===== config.mk =====
export PLATFORM = sky130hd
export DESIGN_NAME = brc_queue
export DESIGN_NICKNAME = d
export VERILOG_FILES = /design/src/block_request_coalescer_top_assert.svh /design/src/brc_pkg.sv /design/src/brc_queue.sv
export SDC_FILE = /design/constraint.sdc
export NUM_CORES = 1
export LEC_CHECK = 0
export BUFFER_PORTS_ARGS = -buffer_cell sky130_fd_sc_hd__buf_2
export CORE_MARGIN = 3
export CORE_UTILIZATION = 40
export DETAILED_ROUTE_END_ITERATION = 7
export SLEW_MARGIN = 20
export SYNTH_ARGS = -nofsm -noshare
export SYNTH_HDL_FRONTEND = slang
export SYNTH_SLANG_ARGS = --single-unit

===== constraint.sdc =====
create_clock -name clock -period 15.2 [get_ports clock]
set_input_delay 0 -clock clock [delete_from_list [all_inputs] [get_ports clock]]
set_output_delay 0 -clock clock [all_outputs]
set_load 0.03 [all_outputs]

===== src/block_request_coalescer_top_assert.svh =====
// Assertion macros for the block request coalescer
`ifndef BLOCK_REQUEST_COALESCER_TOP_ASSERT_SVH
`define BLOCK_REQUEST_COALESCER_TOP_ASSERT_SVH
`ifndef SYNTH
`define BRC_ASSERT(lbl, prop) \
   lbl: assert property (@(posedge clock) disable iff (reset) prop) \
      else $error("brc assertion failed");
`define BRC_ASSERT_NEVER(lbl, expr) \
   lbl: assert property (@(posedge clock) disable iff (reset) !(expr)) \
      else $error("brc assertion failed");
`else
`define BRC_ASSERT(lbl, prop)
`define BRC_ASSERT_NEVER(lbl, expr)
`endif
`endif


===== src/brc_pkg.sv =====
// Shared types and constants of the block request coalescer
package brc_pkg;
   localparam int BLOCK_BYTES  = 4096;
   localparam int BYTE_LIMIT   = 262144;
   localparam int LIMIT_BLOCKS = BYTE_LIMIT / BLOCK_BYTES;
   localparam int CTX_FIELD_W  = 4;
   localparam int SEG_LEN_W    = 19;
   localparam int BUF_W        = 48;
   localparam int BC_W         = 7;

   localparam logic [1:0] OP_READ    = 2'd0;
   localparam logic [1:0] OP_WRITE   = 2'd1;
   localparam logic [1:0] OP_MIGRATE = 2'd2;
   localparam logic [1:0] OP_INVALID = 2'd3;
   localparam logic [1:0] DT_META    = 2'd2;
   localparam logic       FUNC_SUBMIT = 1'b0;
   localparam logic       FUNC_FLUSH  = 1'b1;

   localparam logic [1:0] CSR_SEG0_START  = 2'd0;
   localparam logic [1:0] CSR_MAIN_START  = 2'd1;
   localparam logic [1:0] CSR_MAIN_COUNT  = 2'd2;
   localparam logic [1:0] CSR_CHECK_ADDR  = 2'd3;

   typedef enum logic [1:0] {
      KIND_ACK    = 2'd0,
      KIND_DESC   = 2'd1,
      KIND_REJECT = 2'd2
   } kind_type;

   typedef struct packed {
      logic                   reject;
      logic                   func;
      logic [1:0]             op;
      logic [1:0]             dtype;
      logic [CTX_FIELD_W-1:0] ctx;
      logic [31:0]            blk;
      logic [BUF_W-1:0]       buffer;
      logic                   flush_now;
   } cmd_type;

   typedef struct packed {
      logic [BUF_W-1:0]     addr;
      logic [SEG_LEN_W-1:0] len;
   } seg_type;

   typedef struct packed {
      kind_type             kind;
      logic                 flushed_prior;
      logic [7:0]           req_index;
      logic [1:0]           op;
      logic [1:0]           dtype;
      logic [31:0]          start_block;
      logic [BC_W-1:0]      blk_total;
      logic [4:0]           seg_count;
      logic [BUF_W-1:0]     seg_address;
      logic [SEG_LEN_W-1:0] seg_length;
      logic                 descriptor_end;
      logic                 last;
   } rsp_type;
endpackage


===== src/brc_queue.sv =====
// Two-word queue between front end and back end
module brc_queue import brc_pkg::*; (
   input  logic    clock,
   input  logic    reset,
   input  logic    push,
   input  cmd_type push_data,
   output logic    full,
   input  logic    pop,
   output logic    valid,
   output cmd_type pop_data
);
   cmd_type    mem_ff [2];
   logic       wr_ff, wr_in, rd_ff, rd_in;
   logic [1:0] cnt_ff, cnt_in;

   assign full     = (cnt_ff == 2'd2);
   assign valid    = (cnt_ff != 2'd0);
   assign pop_data = mem_ff[rd_ff];

   always_comb begin
      wr_in  = push ? !wr_ff : wr_ff;
      rd_in  = pop ? !rd_ff : rd_ff;
      cnt_in = cnt_ff + {1'b0, push} - {1'b0, pop};
   end

   always_ff @(posedge clock) begin
      if (push) begin
         mem_ff[wr_ff] <= push_data;
      end
   end

   always_ff @(posedge clock) begin
      if (reset) begin
         wr_ff  <= 1'b0;
         rd_ff  <= 1'b0;
         cnt_ff <= 2'd0;
      end else begin
         wr_ff  <= wr_in;
         rd_ff  <= rd_in;
         cnt_ff <= cnt_in;
      end
   end
endmodule


==> impl_metrics.toml, run 1 <==
[placement]
routabilityCongestion = 0.684
place_hpwl_um = 8650
preCtsSetupSlack_ns = 12.85
portBuffers = 187

[layout]
final-seq-area_um2 = 5570
layout-drive-gt1-share_pct = 51.5
total_area_of_multi_input_combinational_cells_um2 = 1480
fin_nets = 696
num-fill-cells = 1379
utilization_pct = 56.4
insertedDiodeCount = 0
syn_to_final_growth_pct = 36.1

[routing]
dr.pass1.iters = 4
dr.first_iter.drc_count = 227
drcViolationCount = 0
post_drt_wl_per_cell_um = 16.2
vias_after_detailed_routing = 3772
totalWireLength_um = 13600
drt.antenna.violating_nets = 0
vias_per_cell = 4.51

[synthesis]
seq_area_frac_synth_pct = 76.9
postSynthAreaPerCell_um2 = 23.8
netlist_top_cells_area = "sky130_fd_sc_hd__edfxtp_1 (76%), sky130_fd_sc_hd__mux2_4 (19%), sky130_fd_sc_hd__buf_12 (2.5%)"
synthDistinctLibCells = 14
yosysWarnings = 0
syn-cell-area_um2 = 7240
syn_inst = 304
netlist.area_leader.share_pct = 75.5
yosysTopAreaCell = "sky130_fd_sc_hd__edfxtp_1"
postSynthRegisterBits = 187
mappedNetlistNets = 401

[timing]
timing_max_transition_violations_final = 0
grt_setup_unrepaired = "false"
timing.max_slew.rel_slack_pct = 36.0
tightestPinTransition_ns = 0.960
final-setup-viol-count = 0
worst_slack_ns = 12.44
min_period_over_period_pct = 18.2
timing.setup.tns_ns = 0
timing_hold_violations_final = 0
fmax_mhz = 362
layout_min_cycle_time_ns = 2.76
fin_skew_ns = 0.00557

[floorplanning]
effective_utilization_at_floorplan_pct = 41.4
floorplan.rows = 48
boundaryPins = 188
die_height_um = 141
die_area_um2 = 19700
die_width_um = 141
core-area_um2 = 17500

[flow_run]
max_cap_viol_count = 0

[cts]
cts_sinks = 187
tritoncts_clock_tree = "yes"
worstSkewPairLatency_ns = 0.42
cts_resized = 0
worst_setup_hold_path_clk_slew_ns = 0.07
cts.htree.levels = 4
deepest_clock_path_buffer_count = 2
cts_root_buffer = "sky130_fd_sc_hd__clkbuf_16"
cts_made_buffers = 17

[hold_path]
worst_hold_path_type = "input port to flop"

[pwr]
power_per_cell_area_nw_per_um2 = 127
leak_pwr_nw = 3.94
power.ir.vdd_worst_uv = 86.7

[outcome]
run_status = "finished clean"

[worst_setup_path]
crit_fanout = 51
critPathArrivalTime_ns = 2.76
endpoint_kind = "primary output"
reg2reg_slack_ns = 13.14
start_kind = "flop"
required_ns = 15.20
path_class = "flop to primary output"

[global_routing]
grt_first_pass_wirelength_um = 21500
grt.overflow.total = 0
grt_start_max_net_pins = 52
grt_antenna_before_repair = 1
grt_util_all_layers_pct = 14.0
grt_pass1_vias = 4194
[final cells by class]
cell class	instances	area share [%]
clock buffer	23	4.85
inverter	2	0.0762
tap	225	2.86
multi-input combinational	105	15.1
timing repair buffer	286	19.5
clock inverter	9	1.13
sequential	187	56.5
[per-stage QoR]
| stage | instance area (µm²) | total power, mW | hold WS [ns] | instances |
|---|---|---|---|---|
| floorplan | 7240 | 0.769 | 0.0716 | 304 |
| global placement | 8310 | 0.810 | 0.187 | 710 |
| detailed placement | 8310 | 0.814 | 0.191 | 710 |
| CTS | 9850 | 1.27 | 0.273 | 837 |
| global route | 9850 | 1.30 | 0.293 | 837 |
| finish | 9850 | 1.25 | 0.296 | 837 |
[sequential cells by signal, indices dropped and copies added, names as in the netlist, named ones only]
name / flops
rd_ff: 1
mem_ff: 182
cnt_ff: 2
wr_ff: 1
[power by group]
part           switching (mW)  leakage, nW  total (mW)  internal (mW)
clock                   0.177        0.284       0.433          0.256
sequential             0.0140         1.75       0.616          0.602
combinational           0.112         1.90       0.204         0.0923
total                   0.303         3.94        1.25          0.951
[kinds of logic after synthesis]
family | after synthesis | synth area share [%]
multiplexers | 91 | 18.8
adder cells (fa/ha/maj) | 2 | 0.346
XOR/XNOR | 3 | 0.553
flip-flops | 187 | 76.9
buffers and inverters | 12 | 2.75
AND/OR/NAND/NOR | 9 | 0.640
[what timing repair did]
action / CTS / global route
hold buffers: 95 / 0
endpoints found under the hold margin: 187 / 0
setup buffers: 0 / 0
[cell usage after synthesis]
library cell and n:
sky130_fd_sc_hd__mux2_2 1, sky130_fd_sc_hd__xnor2_1 2, sky130_fd_sc_hd__buf_6 1, sky130_fd_sc_hd__inv_1 2, sky130_fd_sc_hd__and2_1 1, sky130_fd_sc_hd__or2_2 1, sky130_fd_sc_hd__mux2_4 90, sky130_fd_sc_hd__nor2b_1 3
sky130_fd_sc_hd__ha_1 2, sky130_fd_sc_hd__xnor3_1 1, sky130_fd_sc_hd__buf_12 9, sky130_fd_sc_hd__nor2_1 4, sky130_fd_sc_hd__dfxtp_1 5, sky130_fd_sc_hd__edfxtp_1 182
[cells in the final DEF, fill, tap and decap left out, types with 2 or more instances in the layout]
cell type	instances
sky130_fd_sc_hd__buf_2	187
sky130_fd_sc_hd__clkbuf_8	3
sky130_fd_sc_hd__buf_4	4
sky130_fd_sc_hd__clkbuf_16	17
sky130_fd_sc_hd__inv_6	2
sky130_fd_sc_hd__dlygate4sd3_1	95
sky130_fd_sc_hd__mux2_4	90
sky130_fd_sc_hd__nor2b_1	2
sky130_fd_sc_hd__edfxtp_1	182
sky130_fd_sc_hd__bufinv_16	2
sky130_fd_sc_hd__dfxtp_1	4
sky130_fd_sc_hd__clkinv_2	2
sky130_fd_sc_hd__ha_1	2
sky130_fd_sc_hd__inv_1	2
sky130_fd_sc_hd__clkinvlp_4	2
sky130_fd_sc_hd__clkbuf_1	3
sky130_fd_sc_hd__nor2_1	4
sky130_fd_sc_hd__xnor2_1	2
[per-layer routing]
layer  track usage [%]  vias to the layer above  wire [µm]
met4              4.74                        2        207
met3              5.67                       20       1060
met2              23.3                      128       6780
met1              16.5                     1832       5510
li1                  -                     1790          -
met5                 0                        -          7
[worst max-delay path: stages (launching register included)]
cell and delay, ns:
sky130_fd_sc_hd__dfxtp_4 0.84, sky130_fd_sc_hd__buf_4 0.85, sky130_fd_sc_hd__mux2_4 0.36, sky130_fd_sc_hd__buf_2 0.18
[final timing paths]
path	from	cells after the start	endpoint
setup / recovery	flop	3	pop_data[17]
hold / removal	push_data[21]	2	mem_ff[1][21]$_DFFE_PP_
setup reg to reg	wr_ff$_SDFFE_PP0P_	2	mem_ff[1][62]$_DFFE_PP_
hold reg to reg	rd_ff$_SDFFE_PP0P_	2	rd_ff$_SDFFE_PP0P_
Note: power is estimated with default switching activity, not from simulation.
==> run 2: changes to the inputs <==
- PLACE_DENSITY: not set -> 0.66
- clock period: 15.2 -> 2.5 ns (I/O delays scaled with it)
==> impl_metrics.toml, run 2 (synthesis gave the netlist of run 1 again) <==
[routing]
route.layer.met1.wl_um = 5370
post_drt_wl_per_cell_um = 16.1
route.top_layer_used = "met4"
detailroute.wirelength.met3_um = 793
dr.pass1.iters = 4
dr_wl_met2_um = 7140
vias_after_detailed_routing = 3784
drt.antenna.violating_nets = 0
drcViolationCount = 0
totalWireLength_um = 13500
dr.first_iter.drc_count = 171
vias_per_cell = 4.50

[pwr]
power.share.combinational_pct = 17.2
leak_pwr_nw = 3.94
power.switching_fraction_pct = 25.5
p_int_mw = 5.51
power_frac_clock_pct = 32.4
power_switching_mw = 1.89
power_frac_seq_pct = 50.4
p_total_mw = 7.40
power_per_cell_area_nw_per_um2 = 751
power.ir.vdd_worst_uv = 462

[layout]
reg.largest.list = "mem_ff (182), cnt_ff (2)"
largest_register_ff_count = 182
num-fill-cells = 1362
finalInstanceArea_um2 = 9850
layout_commonest_cell = "sky130_fd_sc_hd__buf_2"
utilization_pct = 56.4
layout-drive-gt1-share_pct = 52.1
final_cell_mix = "sky130_fd_sc_hd__buf_2 (187), sky130_fd_sc_hd__edfxtp_1 (182), sky130_fd_sc_hd__dlygate4sd3_1 (95), sky130_fd_sc_hd__mux2_4 (90), sky130_fd_sc_hd__clkbuf_16 (17)"
fin_nets = 700
largest_register = "mem_ff"
insertedDiodeCount = 0
syn_to_final_growth_pct = 36.1

[cts]
cts_made_buffers = 17
cts.htree.levels = 4
cts_resized = 0
deepest_clock_path_buffer_count = 2
worst_setup_hold_path_clk_slew_ns = 0.07
worstSkewPairLatency_ns = 0.42
tritoncts_clock_tree = "yes"
cts_sinks = 187
cts_root_buffer = "sky130_fd_sc_hd__clkbuf_16"

[timing]
tightestPinTransition_ns = 0.689
grt_setup_unrepaired = "false"
fmax_mhz = 523
layout_min_cycle_time_ns = 1.91
timing_hold_violations_final = 0
timing.max_slew.rel_slack_pct = 54.1
final-setup-viol-count = 0
timing_max_transition_violations_final = 0
fin_skew_ns = 0.00797
min_period_over_period_pct = 76.5
worst_slack_ns = 0.588
timing.setup.tns_ns = 0

[flow_run]
max_cap_viol_count = 0

[worst_setup_path]
cp_slowest_stage_delay_ns = 0.60
start_kind = "flop"
required_ns = 2.50
worst-path-buf-inv = 2
critPathArrivalTime_ns = 1.91
worstPathCellList = "buf_4 > mux2_4 > buf_2"
path_class = "flop to primary output"
crit_fanout = 20
endpoint_kind = "primary output"
worst_path_max_delay_cell = "sky130_fd_sc_hd__dfxtp_4"
worst_path_dominant_cell_family = "flip-flops"

[outcome]
run_status = "finished clean"

[hold_path]
worst_hold_path_type = "input port to flop"

[floorplanning]
floorplan.rows = 48
effective_utilization_at_floorplan_pct = 41.4
die_area_um2 = 19700
core-area_um2 = 17500
boundaryPins = 188
die_height_um = 141
die_width_um = 141

[placement]
place_hpwl_um = 8680
portBuffers = 187
preCtsSetupSlack_ns = 1.01
routabilityCongestion = 0.733
dp_area_um2 = 8380

[global_routing]
grt_start_max_net_pins = 56
grt.overflow.total = 0
grt_util_all_layers_pct = 13.9
grt_antenna_before_repair = 0
grt_pass1_vias = 4200
grt_first_pass_wirelength_um = 21300
[run 2: layer usage]
layer	vias to the layer above	global-route usage [%]
li1	1800	-
met1	1835	16.2
met2	134	24.3
met3	15	4.20
met4	0	4.84
met5	-	0
[run 2: worst register-to-register path, delay by kind of cell (launching register included)]
family | cells | cell delay [ns]
and+or+nand+nor | 1 | 0.13
buffers and inverters | 1 | 0.54
DFF | 1 | 0.36
[run 2: final timing paths]
check | startpoint | end | slack (ns) | cells after the start
max | flop | pop_data[43] | 0.59 | 3
min | push_data[23] | mem_ff[0][23]$_DFFE_PP_ | 0.30 | 2
max reg2reg | wr_ff$_SDFFE_PP0P_ | mem_ff[0][79]$_DFFE_PP_ | 1.05 | 2
min reg2reg | rd_ff$_SDFFE_PP0P_ | rd_ff$_SDFFE_PP0P_ | 0.52 | 2
[run 2: metrics by stage]
step                      cells  hold slack (ns)
after floorplan             304           0.0716
after global placement      714            0.187
after detailed placement    714            0.192
after CTS                   841            0.275
after global routing        841            0.289
final                       841            0.303
[run 2: cell type report]
type,instances,area [µm²],share of cell area [%]
clock buffers,18,429,4.36
clock inverters,14,97.6,0.990
inverters,2,7.51,0.0762
multi-input cells,105,1480,15.1
flip-flops and latches,187,5570,56.5
well taps,225,282,2.86
repair buffers,290,1980,20.1
[run 2: power groups by stage]
stage          logic (mW)  registers [mW]  clock network, mW
6_report             1.28            3.73               2.39
5_1_grt              1.35            3.74               2.60
4_1_cts              1.29            3.73               2.47
3_5_place_dp         1.17            3.80                  0
3_3_place_gp         1.15            3.79                  0
2_1_floorplan       0.893            3.77                  0
[run 2: repair_timing]
| action | CTS | global route |
|---|---|---|
| setup buffers | 0 | 0 |
| endpoints found under the setup margin | 0 | 0 |
| hold buffers | 95 | 0 |
| endpoints found under the hold margin | 187 | 0 |
