$ cat src/block_request_coalescer_top_assert.svh
// Assertion macros for the block request coalescer
`ifndef BLOCK_REQUEST_COALESCER_TOP_ASSERT_SVH
`define BLOCK_REQUEST_COALESCER_TOP_ASSERT_SVH
`ifndef SYNTH
`define BRC_ASSERT(lbl, prop) \
   lbl: assert property (@(posedge clock) disable iff (reset) prop) \
      else $error("brc assertion failed");
`define BRC_ASSERT_NEVER(lbl, expr) \
   lbl: assert property (@(posedge clock) disable iff (reset) !(expr)) \
      else $error("brc assertion failed");
`else
`define BRC_ASSERT(lbl, prop)
`define BRC_ASSERT_NEVER(lbl, expr)
`endif
`endif

$ cat src/brc_pkg.sv
// Shared types and constants of the block request coalescer
package brc_pkg;
   localparam int BLOCK_BYTES  = 4096;
   localparam int BYTE_LIMIT   = 262144;
   localparam int LIMIT_BLOCKS = BYTE_LIMIT / BLOCK_BYTES;
   localparam int CTX_FIELD_W  = 4;
   localparam int SEG_LEN_W    = 19;
   localparam int BUF_W        = 48;
   localparam int BC_W         = 7;

   localparam logic [1:0] OP_READ    = 2'd0;
   localparam logic [1:0] OP_WRITE   = 2'd1;
   localparam logic [1:0] OP_MIGRATE = 2'd2;
   localparam logic [1:0] OP_INVALID = 2'd3;
   localparam logic [1:0] DT_META    = 2'd2;
   localparam logic       FUNC_SUBMIT = 1'b0;
   localparam logic       FUNC_FLUSH  = 1'b1;

   localparam logic [1:0] CSR_SEG0_START  = 2'd0;
   localparam logic [1:0] CSR_MAIN_START  = 2'd1;
   localparam logic [1:0] CSR_MAIN_COUNT  = 2'd2;
   localparam logic [1:0] CSR_CHECK_ADDR  = 2'd3;

   typedef enum logic [1:0] {
      KIND_ACK    = 2'd0,
      KIND_DESC   = 2'd1,
      KIND_REJECT = 2'd2
   } kind_type;

   typedef struct packed {
      logic                   reject;
      logic                   func;
      logic [1:0]             op;
      logic [1:0]             dtype;
      logic [CTX_FIELD_W-1:0] ctx;
      logic [31:0]            blk;
      logic [BUF_W-1:0]       buffer;
      logic                   flush_now;
   } cmd_type;

   typedef struct packed {
      logic [BUF_W-1:0]     addr;
      logic [SEG_LEN_W-1:0] len;
   } seg_type;

   typedef struct packed {
      kind_type             kind;
      logic                 flushed_prior;
      logic [7:0]           req_index;
      logic [1:0]           op;
      logic [1:0]           dtype;
      logic [31:0]          start_block;
      logic [BC_W-1:0]      blk_total;
      logic [4:0]           seg_count;
      logic [BUF_W-1:0]     seg_address;
      logic [SEG_LEN_W-1:0] seg_length;
      logic                 descriptor_end;
      logic                 last;
   } rsp_type;
endpackage

$ cat src/brc_front.sv
// Front end: control registers, request validation and context selection
module brc_front import brc_pkg::*; #(
   parameter int DATA_TYPES = 3
) (
   input  logic        clock,
   input  logic        reset,
   input  logic        csr_we,
   input  logic [1:0]  csr_index,
   input  logic [31:0] csr_data,
   input  logic        req_push,
   input  logic        req_func,
   input  logic [1:0]  req_op,
   input  logic [1:0]  req_data_type,
   input  logic [31:0] req_block_addr,
   input  logic [47:0] req_buffer_addr,
   input  logic        req_force_submit,
   input  logic        q_full,
   output logic        q_push,
   output cmd_type     q_data
);
   logic [31:0] seg0_ff, seg0_in, mstart_ff, mstart_in, mcount_ff, mcount_in;
   logic        check_ff, check_in;
   logic        op_bad, dt_bad, meta_ok, main_ok, addr_ok;
   logic [32:0] main_end;
   int          ctx_full;

   always_comb begin
      seg0_in   = seg0_ff;
      mstart_in = mstart_ff;
      mcount_in = mcount_ff;
      check_in  = check_ff;
      if (csr_we) begin
         unique case (csr_index)
            CSR_SEG0_START: seg0_in   = csr_data;
            CSR_MAIN_START: mstart_in = csr_data;
            CSR_MAIN_COUNT: mcount_in = csr_data;
            CSR_CHECK_ADDR: check_in  = csr_data[0];
            default:        check_in  = check_ff;
         endcase
      end
   end

   always_ff @(posedge clock) begin
      if (reset) begin
         seg0_ff   <= '0;
         mstart_ff <= '0;
         mcount_ff <= '0;
         check_ff  <= 1'b1;
      end else begin
         seg0_ff   <= seg0_in;
         mstart_ff <= mstart_in;
         mcount_ff <= mcount_in;
         check_ff  <= check_in;
      end
   end

   assign op_bad   = (req_op == OP_INVALID);
   assign dt_bad   = (int'(req_data_type) >= DATA_TYPES);
   assign main_end = {1'b0, mstart_ff} + {1'b0, mcount_ff};
   assign meta_ok  = (req_block_addr >= seg0_ff) && (req_block_addr < mstart_ff);
   assign main_ok  = (req_block_addr >= mstart_ff) && ({1'b0, req_block_addr} < main_end);
   assign addr_ok  = !check_ff || ((req_data_type == DT_META) ? meta_ok : main_ok);

   always_comb begin
      if (req_op == OP_MIGRATE) begin
         ctx_full = 2 * DATA_TYPES;
      end else begin
         ctx_full = int'(req_op) * DATA_TYPES + int'(req_data_type);
      end
   end

   always_comb begin
      q_data.reject    = op_bad || dt_bad || (req_func == FUNC_SUBMIT && !addr_ok);
      q_data.func      = req_func;
      q_data.op        = req_op;
      q_data.dtype     = (req_op == OP_MIGRATE) ? 2'd0 : req_data_type;
      q_data.ctx       = CTX_FIELD_W'(ctx_full);
      q_data.blk       = req_block_addr;
      q_data.buffer    = req_buffer_addr;
      q_data.flush_now = req_force_submit;
   end

   assign q_push = req_push && !q_full;
endmodule

$ cat config.mk
export PLATFORM = sky130hd
export DESIGN_NAME = brc_front
export DESIGN_NICKNAME = d
export VERILOG_FILES = /design/src/block_request_coalescer_top_assert.svh /design/src/brc_pkg.sv /design/src/brc_front.sv
export SDC_FILE = /design/constraint.sdc
export NUM_CORES = 1
export LEC_CHECK = 0
export ABC_AREA = 1
export BUFFER_PORTS_ARGS = -buffer_cell sky130_fd_sc_hd__buf_2
export CORE_MARGIN = 3
export CORE_UTILIZATION = 49
export CTS_CLUSTER_SIZE = 40
export DETAILED_ROUTE_END_ITERATION = 8
export GPL_TIMING_DRIVEN = 0
export HOLD_SLACK_MARGIN = 0.12
export PLACE_DENSITY_LB_ADDON = 0.25
export SYNTH_ARGS = -nofsm -noshare
export SYNTH_HDL_FRONTEND = slang
export SYNTH_SLANG_ARGS = --single-unit
$ cat constraint.sdc
create_clock -name clock -period 3.3 [get_ports clock]
set_clock_uncertainty 0.1 [all_clocks]
set_input_delay 0.33 -clock clock [delete_from_list [all_inputs] [get_ports clock]]
set_output_delay 0.33 -clock clock [all_outputs]
set_load 0.03 [all_outputs]
==> results of run 1 <==
## worst paths after layout
kind                        end  slack (ps)  cells past startpoint
setup / recovery     q_data[90]        -620                     25
setup reg to reg   mcount_ff[0]        2490                      2
hold / removal    mcount_ff[16]         130                      3
hold reg to reg     seg0_ff[21]         360                      2
## where the power goes
group / leakage (nW) / switching [mW] / internal [mW] / total (mW)
clock: 0.131 / 0.464 / 0.551 / 1.02
combinational: 3.88 / 0.624 / 0.396 / 1.02
sequential: 0.795 / 0.0308 / 1.23 / 1.26
## sequential cells by signal, summed over array words and instances (netlist names)
| register | count |
|---|---|
| mstart_ff | 32 |
| mcount_ff | 32 |
| seg0_ff | 32 |
| check_ff | 1 |
## routing by layer
metal  global-route usage, %  routed length [µm]  vias to the layer above
met1                    33.4               10400                     3725
met4                    7.33                 400                        0
li1                        -                   -                     4119
met5                       0                   0                        -
met2                    41.6               10700                      284
met3                    2.93                1540                       31
## kinds of logic (layout without fill, tap and decap cells)
kind of cell,after synthesis,in the layout,synth area share (%)
simple gates,360,360,18.4
compound gates,288,288,18.9
buf+inv,251,441,15.4
fa+ha+maj,133,133,20.5
xor+xnor,29,29,3.10
flops,97,97,23.7
## worst max-delay path, delay by kind of cell, from the launching register on
kind | cells | cell delay [ps]
flip-flops | 1 | 360
buffers and inverters | 2 | 180
XOR/XNOR | 1 | 90
AO/OA/AOI/OAI | 2 | 330
AND/OR/NAND/NOR | 17 | 1350
adder cells (fa/ha/maj) | 3 | 810
## repair_timing
action / CTS / global route
setup buffers: 4 / 1
cloned: 0 / 0
hold buffers: 2 / 0
endpoints found under the setup margin: 1 / 1
pin swaps: 8 / 12
resized for setup: 16 / 19
endpoints found under the hold margin: 2 / 0
## through the flow
step,instance area [µm²],TNS [ps],hold slack (ps),instances,utilization [%]
3_5_place_dp,9290,-587,351,1541,57.7
5_1_grt,9780,-811,140,1564,60.7
3_3_place_gp,9290,-596,344,1541,57.7
2_1_floorplan,8190,0,333,1158,-
4_1_cts,9700,-639,121,1563,60.2
6_report,9780,-623,128,1564,60.7
## cells in the final DEF, fill, tap and decap left out, types with 7 or more instances in the layout
cell / n
buf_2: 166
nand2_1: 142
nor2_1: 138
inv_1: 134
ha_1: 130
a21oi_1: 127
o21ai_0: 114
dfxtp_1: 96
buf_4: 89
clkbuf_1: 29
nand3_1: 25
xor2_1: 15
nand2_2: 14
xnor2_1: 14
a21o_1: 9
clkbuf_16: 9
nand4_1: 8
o21bai_1: 7
nor3_1: 7
o21ai_1: 7
## final cells by class
cell class | instances | area share [%]
timing repair buffer | 174 | 9.20
clock inverter | 4 | 0.281
tap | 216 | 2.76
buffer | 112 | 7.52
inverter | 139 | 5.33
clock buffer | 12 | 2.62
multi-input combinational | 810 | 52.4
sequential | 97 | 19.9
==> flow_summary.toml, run 1 <==
[status]
run_status = "complete, but fails checks"
violations = "setup timing"

[cells_and_area]
nNetsFinal = 1601
multi_input_comb_area_um2 = 5120
fillCellCount = 1565
diodes = 0
area_growth_syn_to_layout_pct = 19.5
drive_above_1_share_pct = 24.0
seq_area_um2 = 1950

[floorplanning]
dieHeight_um = 135
start_util_pct = 50.8
die_area_um2 = 18300
coreArea_um2 = 16100
chipWidth_um = 135
row_count = 46
pin_count = 217

[global_routing]
grt_overflow_total = 0
grt_start_max_net_pins = 16
grt_use_total_pct = 24.8
antenna_found_initial = 0
grt_pass1_vias = 7605
grt_pass1_wl_mm = 36.6

[sta]
rsz0062_at_grt = "yes"
worstMarginPinSlew_ps = 693
min_period_over_period_pct = 119
setup_viol = 1
hold_viol_final = 0
relSlewSlack_pct = 53.8
period_minus_slack_ps = 3920
setup_ws_ps = -623
max_freq_mhz = 255
finalMaxSlewViolations = 0

[detailed_routing]
drt_iter0_markers = 469
vias = 8159
drt_pass1_iterations = 5
wire_per_inst_um = 14.7
drcViolationCount = 0
viasPerCell = 5.22
totalWireLength_mm = 23.0
drtAntennaViolNets = 0

[power_and_ir_drop]
total_power_mw = 3.30
vdd_ir_drop_max_mv = 0.228
leakagePower_nw = 4.80
power_density_nw_per_um2 = 337

[critical_path]
path_common_cell = "nand2_2"
timing_worst_setup_path_type = "flip-flop to output port"
crit_path_start = "mstart_ff[0]"
worst_setup_path_end_kind = "output port"
crit_slowest_cell = "dfxtp_4"
slowest_delay_ps = 360
worstPathMaxFanout = 4
required_ps = 2870
setup.worst_path.start_class = "flip-flop"
cp.arrival_ps = 3490
reg2reg_from = "mcount_ff[0]"

[min_path]
hold_path_class = "primary input to flip-flop"
min-delay-start = "csr_data[16]"

[place]
post-place-ws_ps = -587
dpl.hpwl_mm = 18.5
routabilityCongestion = 0.942
port_buffers = 167

[clock_network]
cts_tree = "yes"
clk-insertion-delay-late_ps = 360
cts_inserted_buffers = 9
cts_max_level = 3
path_clk_slew_ps = 70
cts_root_buffer = "clkbuf_16"
cts.sinks = 97
clockBufferDepth = 2

[logic_synthesis]
yosysTopAreaCell = "dfxtp_1"
synth_area_leaders = "dfxtp_1 24%, ha_1 20%, a21oi_1 7.9%, buf_4 7.7%, o21ai_0 7.0%"
ys_ff_latch = 97
ys_types = 39
yosys_warnings = 0
synthFlopType = "dfxtp_1"
yosysTopAreaCellShare_pct = 23.7
synthArstFlopShare_pct = 0
syn_nets = 1416
yosys-top-cells-count = "150 x nand2_1, 141 x nor2_1, 134 x inv_1"
synth_area_um2 = 8190
synth_area_per_cell_um2 = 7.07
syn_inst = 1158
yosysMostFrequentCell = "nand2_1"
synth-edff-count = 0
seq_area_frac_synth_pct = 23.7

[flow_run]
cap_violations = 0
(Power assumes the default switching activity.)
==> run 2, diff against run 1 <==
--- a/config.mk
+++ b/config.mk
@@ -6,11 +6,11 @@
 export NUM_CORES = 1
 export LEC_CHECK = 0
 export ABC_AREA = 1
-export BUFFER_PORTS_ARGS = -buffer_cell sky130_fd_sc_hd__buf_2
 export CORE_MARGIN = 3
-export CORE_UTILIZATION = 49
+export CORE_UTILIZATION = 59
 export CTS_CLUSTER_SIZE = 40
 export DETAILED_ROUTE_END_ITERATION = 8
+export DONT_BUFFER_PORTS = 1
 export GPL_TIMING_DRIVEN = 0
 export HOLD_SLACK_MARGIN = 0.12
 export PLACE_DENSITY_LB_ADDON = 0.25
==> run 2 against run 1 <==
The run still ends with setup timing left. Design area fell by 5.2%. Via count fell by 6.1%. Clock-buffer cell count did not move. Cell count fell by 11%. Worst hold slack got worse by 7.9 ps. Utilization rose by 8.5 points. Die area fell by 16%. Combinational power fell by 9%. Non-clock buffer count fell by 131. Maximum frequency rose by 0.93%. Critical endpoint unchanged. Largest cell class unchanged.
==> flow_summary.toml, run 2 (synthesis gave the netlist of run 1 again) <==
[sta]
hold_viol_final = 0
setup_ws_ps = -587
relSlewSlack_pct = 54.6
min_period_over_period_pct = 118
period_minus_slack_ps = 3890
setup_viol = 1
hold_ws_ps = 120
worstMarginPinSlew_ps = 680
max_freq_mhz = 257
rsz0062_at_grt = "yes"
finalMaxSlewViolations = 0

[critical_path]
crit_family = "simple AND/OR/NAND/NOR gates"
path_common_cell = "nand2_1"
crit_chain = "ha_4, fa_2, nand2_2, nand3_2, and2_4, nand2_4, nand3_4, a21oi_4, buf_4, o21bai_1, xnor2_1, ha_1, a21oi_2, o21ai_0, a21oi_1, nand2_1, nand2_1, nand2_1, nand2_1, nand2_2, nand3_4, nand2_4"
worst-path-buf-inv = 1
r2r_end = "check_ff"
slowest_delay_ps = 350
reg2reg_from = "check_ff"
required_ps = 2870
timing_worst_setup_path_type = "flip-flop to output port"
cp.arrival_ps = 3460
r2r_setup_slack_ps = 2040
crit_slowest_cell = "dfxtp_4"
worstPathMaxFanout = 4
worst_setup_path_end_kind = "output port"
setup.worst_path.start_class = "flip-flop"
rr_worst_depth = 3

[cells_and_area]
largest_registers = "mcount_ff x32, mstart_ff x32, seg0_ff x32"
final_common_cell = "nand2_1"
nNetsFinal = 1470
fin_area_um2 = 9270
final_cell_mix = "146 x nand2_1, 140 x nor2_1, 134 x inv_1"
area_growth_syn_to_layout_pct = 13.3
drive_above_1_share_pct = 12.4
diodes = 0
final_cells = 1392
fillCellCount = 1269

[clock_network]
cts.sinks = 97
path_clk_slew_ps = 70
clockBufferDepth = 2
cts_tree = "yes"
cts_max_level = 3
cts_inserted_buffers = 9
cts_root_buffer = "clkbuf_16"
clk-insertion-delay-late_ps = 360

[global_routing]
grt_pass1_wl_mm = 34.5
grt_start_max_net_pins = 15
antenna_found_initial = 0
grt_overflow_total = 0
grt_pass1_vias = 7173
grt_use_total_pct = 28.8

[detailed_routing]
totalWireLength_mm = 22.2
wire_per_inst_um = 15.9
drcViolationCount = 0
drtAntennaViolNets = 0
vias = 7663
drt_pass1_iterations = 6
viasPerCell = 5.51
drt_iter0_markers = 493

[status]
violations = "setup timing"
run_status = "complete, but fails checks"

[place]
post-place-ws_ps = -514
routabilityCongestion = 0.906
dpl.hpwl_mm = 17.2
port_buffers = 0
placed_cell_area_um2 = 8410
dp.cells = 1334

[floorplanning]
coreArea_um2 = 13400
chipWidth_um = 124
start_util_pct = 61.1
pin_count = 217
dieHeight_um = 124
row_count = 42
die_area_um2 = 15300

[power_and_ir_drop]
vdd_ir_drop_max_mv = 0.303
total_power_mw = 3.34
power_density_nw_per_um2 = 360
leakagePower_nw = 4.32

[flow_run]
cap_violations = 0

[min_path]
hold_depth = 2
hold_path_class = "primary input to flip-flop"
hold_end = "seg0_ff[31]"
min-delay-start = "csr_data[31]"
==> run 2: cell types whose count changed in the layout (fill, tap and decap cells not counted), sizes merged <==
cell,change
bufinv,+2
clkinvlp,-3
dlygate4sd3,+34
buf,-165
==> run 2: final cells by class <==
cell class,instances,area [µm²],share of cell area [%]
flip-flops and latches,97,1950,21.0
plain buffers,112,736,7.94
clock buffers,12,246,2.66
clock inverters,3,65.1,0.702
inverters,139,522,5.63
multi-input cells,810,5120,55.2
well taps,176,220,2.38
repair buffers,43,413,4.45
==> run 2: worst max-delay path by stage <==
stage,startpoint,endpoint,slack [ps],cells past startpoint
2_1_floorplan,mstart_ff[0],q_data[90],50,24
3_3_place_gp,mstart_ff[0],q_data[90],-450,24
3_5_place_dp,mstart_ff[0],q_data[90],-510,24
4_1_cts,mstart_ff[0],q_data[90],-590,24
5_1_grt,mstart_ff[2],q_data[90],-790,22
6_report,mstart_ff[0],q_data[90],-590,22
==> run 2: stage by stage <==
stage / setup TNS, ps / util (%)
2_1_floorplan: 0 / -
3_3_place_gp: -454 / 62.7
3_5_place_dp: -514 / 62.7
4_1_cts: -586 / 68.5
5_1_grt: -789 / 69.2
6_report: -587 / 69.2
==> run 2: worst register-to-register path: stages (launching register included) <==
cell	delay, ps
dfxtp_1	320
o21ai_0	70
nand3_1	80
dlygate4sd3_1	580
==> run 2: where the power goes <==
group | switching, mW | leakage, nW | internal (mW)
Clock | 0.464 | 0.153 | 0.680
Combinational | 0.574 | 3.37 | 0.356
Sequential | 0.0309 | 0.795 | 1.23
Total | 1.07 | 4.32 | 2.27
==> run 2: routing by layer <==
metal	global-route usage (%)	up-vias	share of wire, %
met2	48.3	303	47
li1	-	3859	-
met3	5.22	35	7.6
met1	36.8	3466	43
met5	0	-	0
met4	10.9	0	2.6
==> run 2: what timing repair did <==
item	4_1_cts	5_1_grt
endpoints found under the setup margin	1	1
hold buffers	36	0
pin swaps	10	10
gates resized for setup	15	15
cloned	0	0
buffers inserted	4	3
hold endpoints to repair	95	0
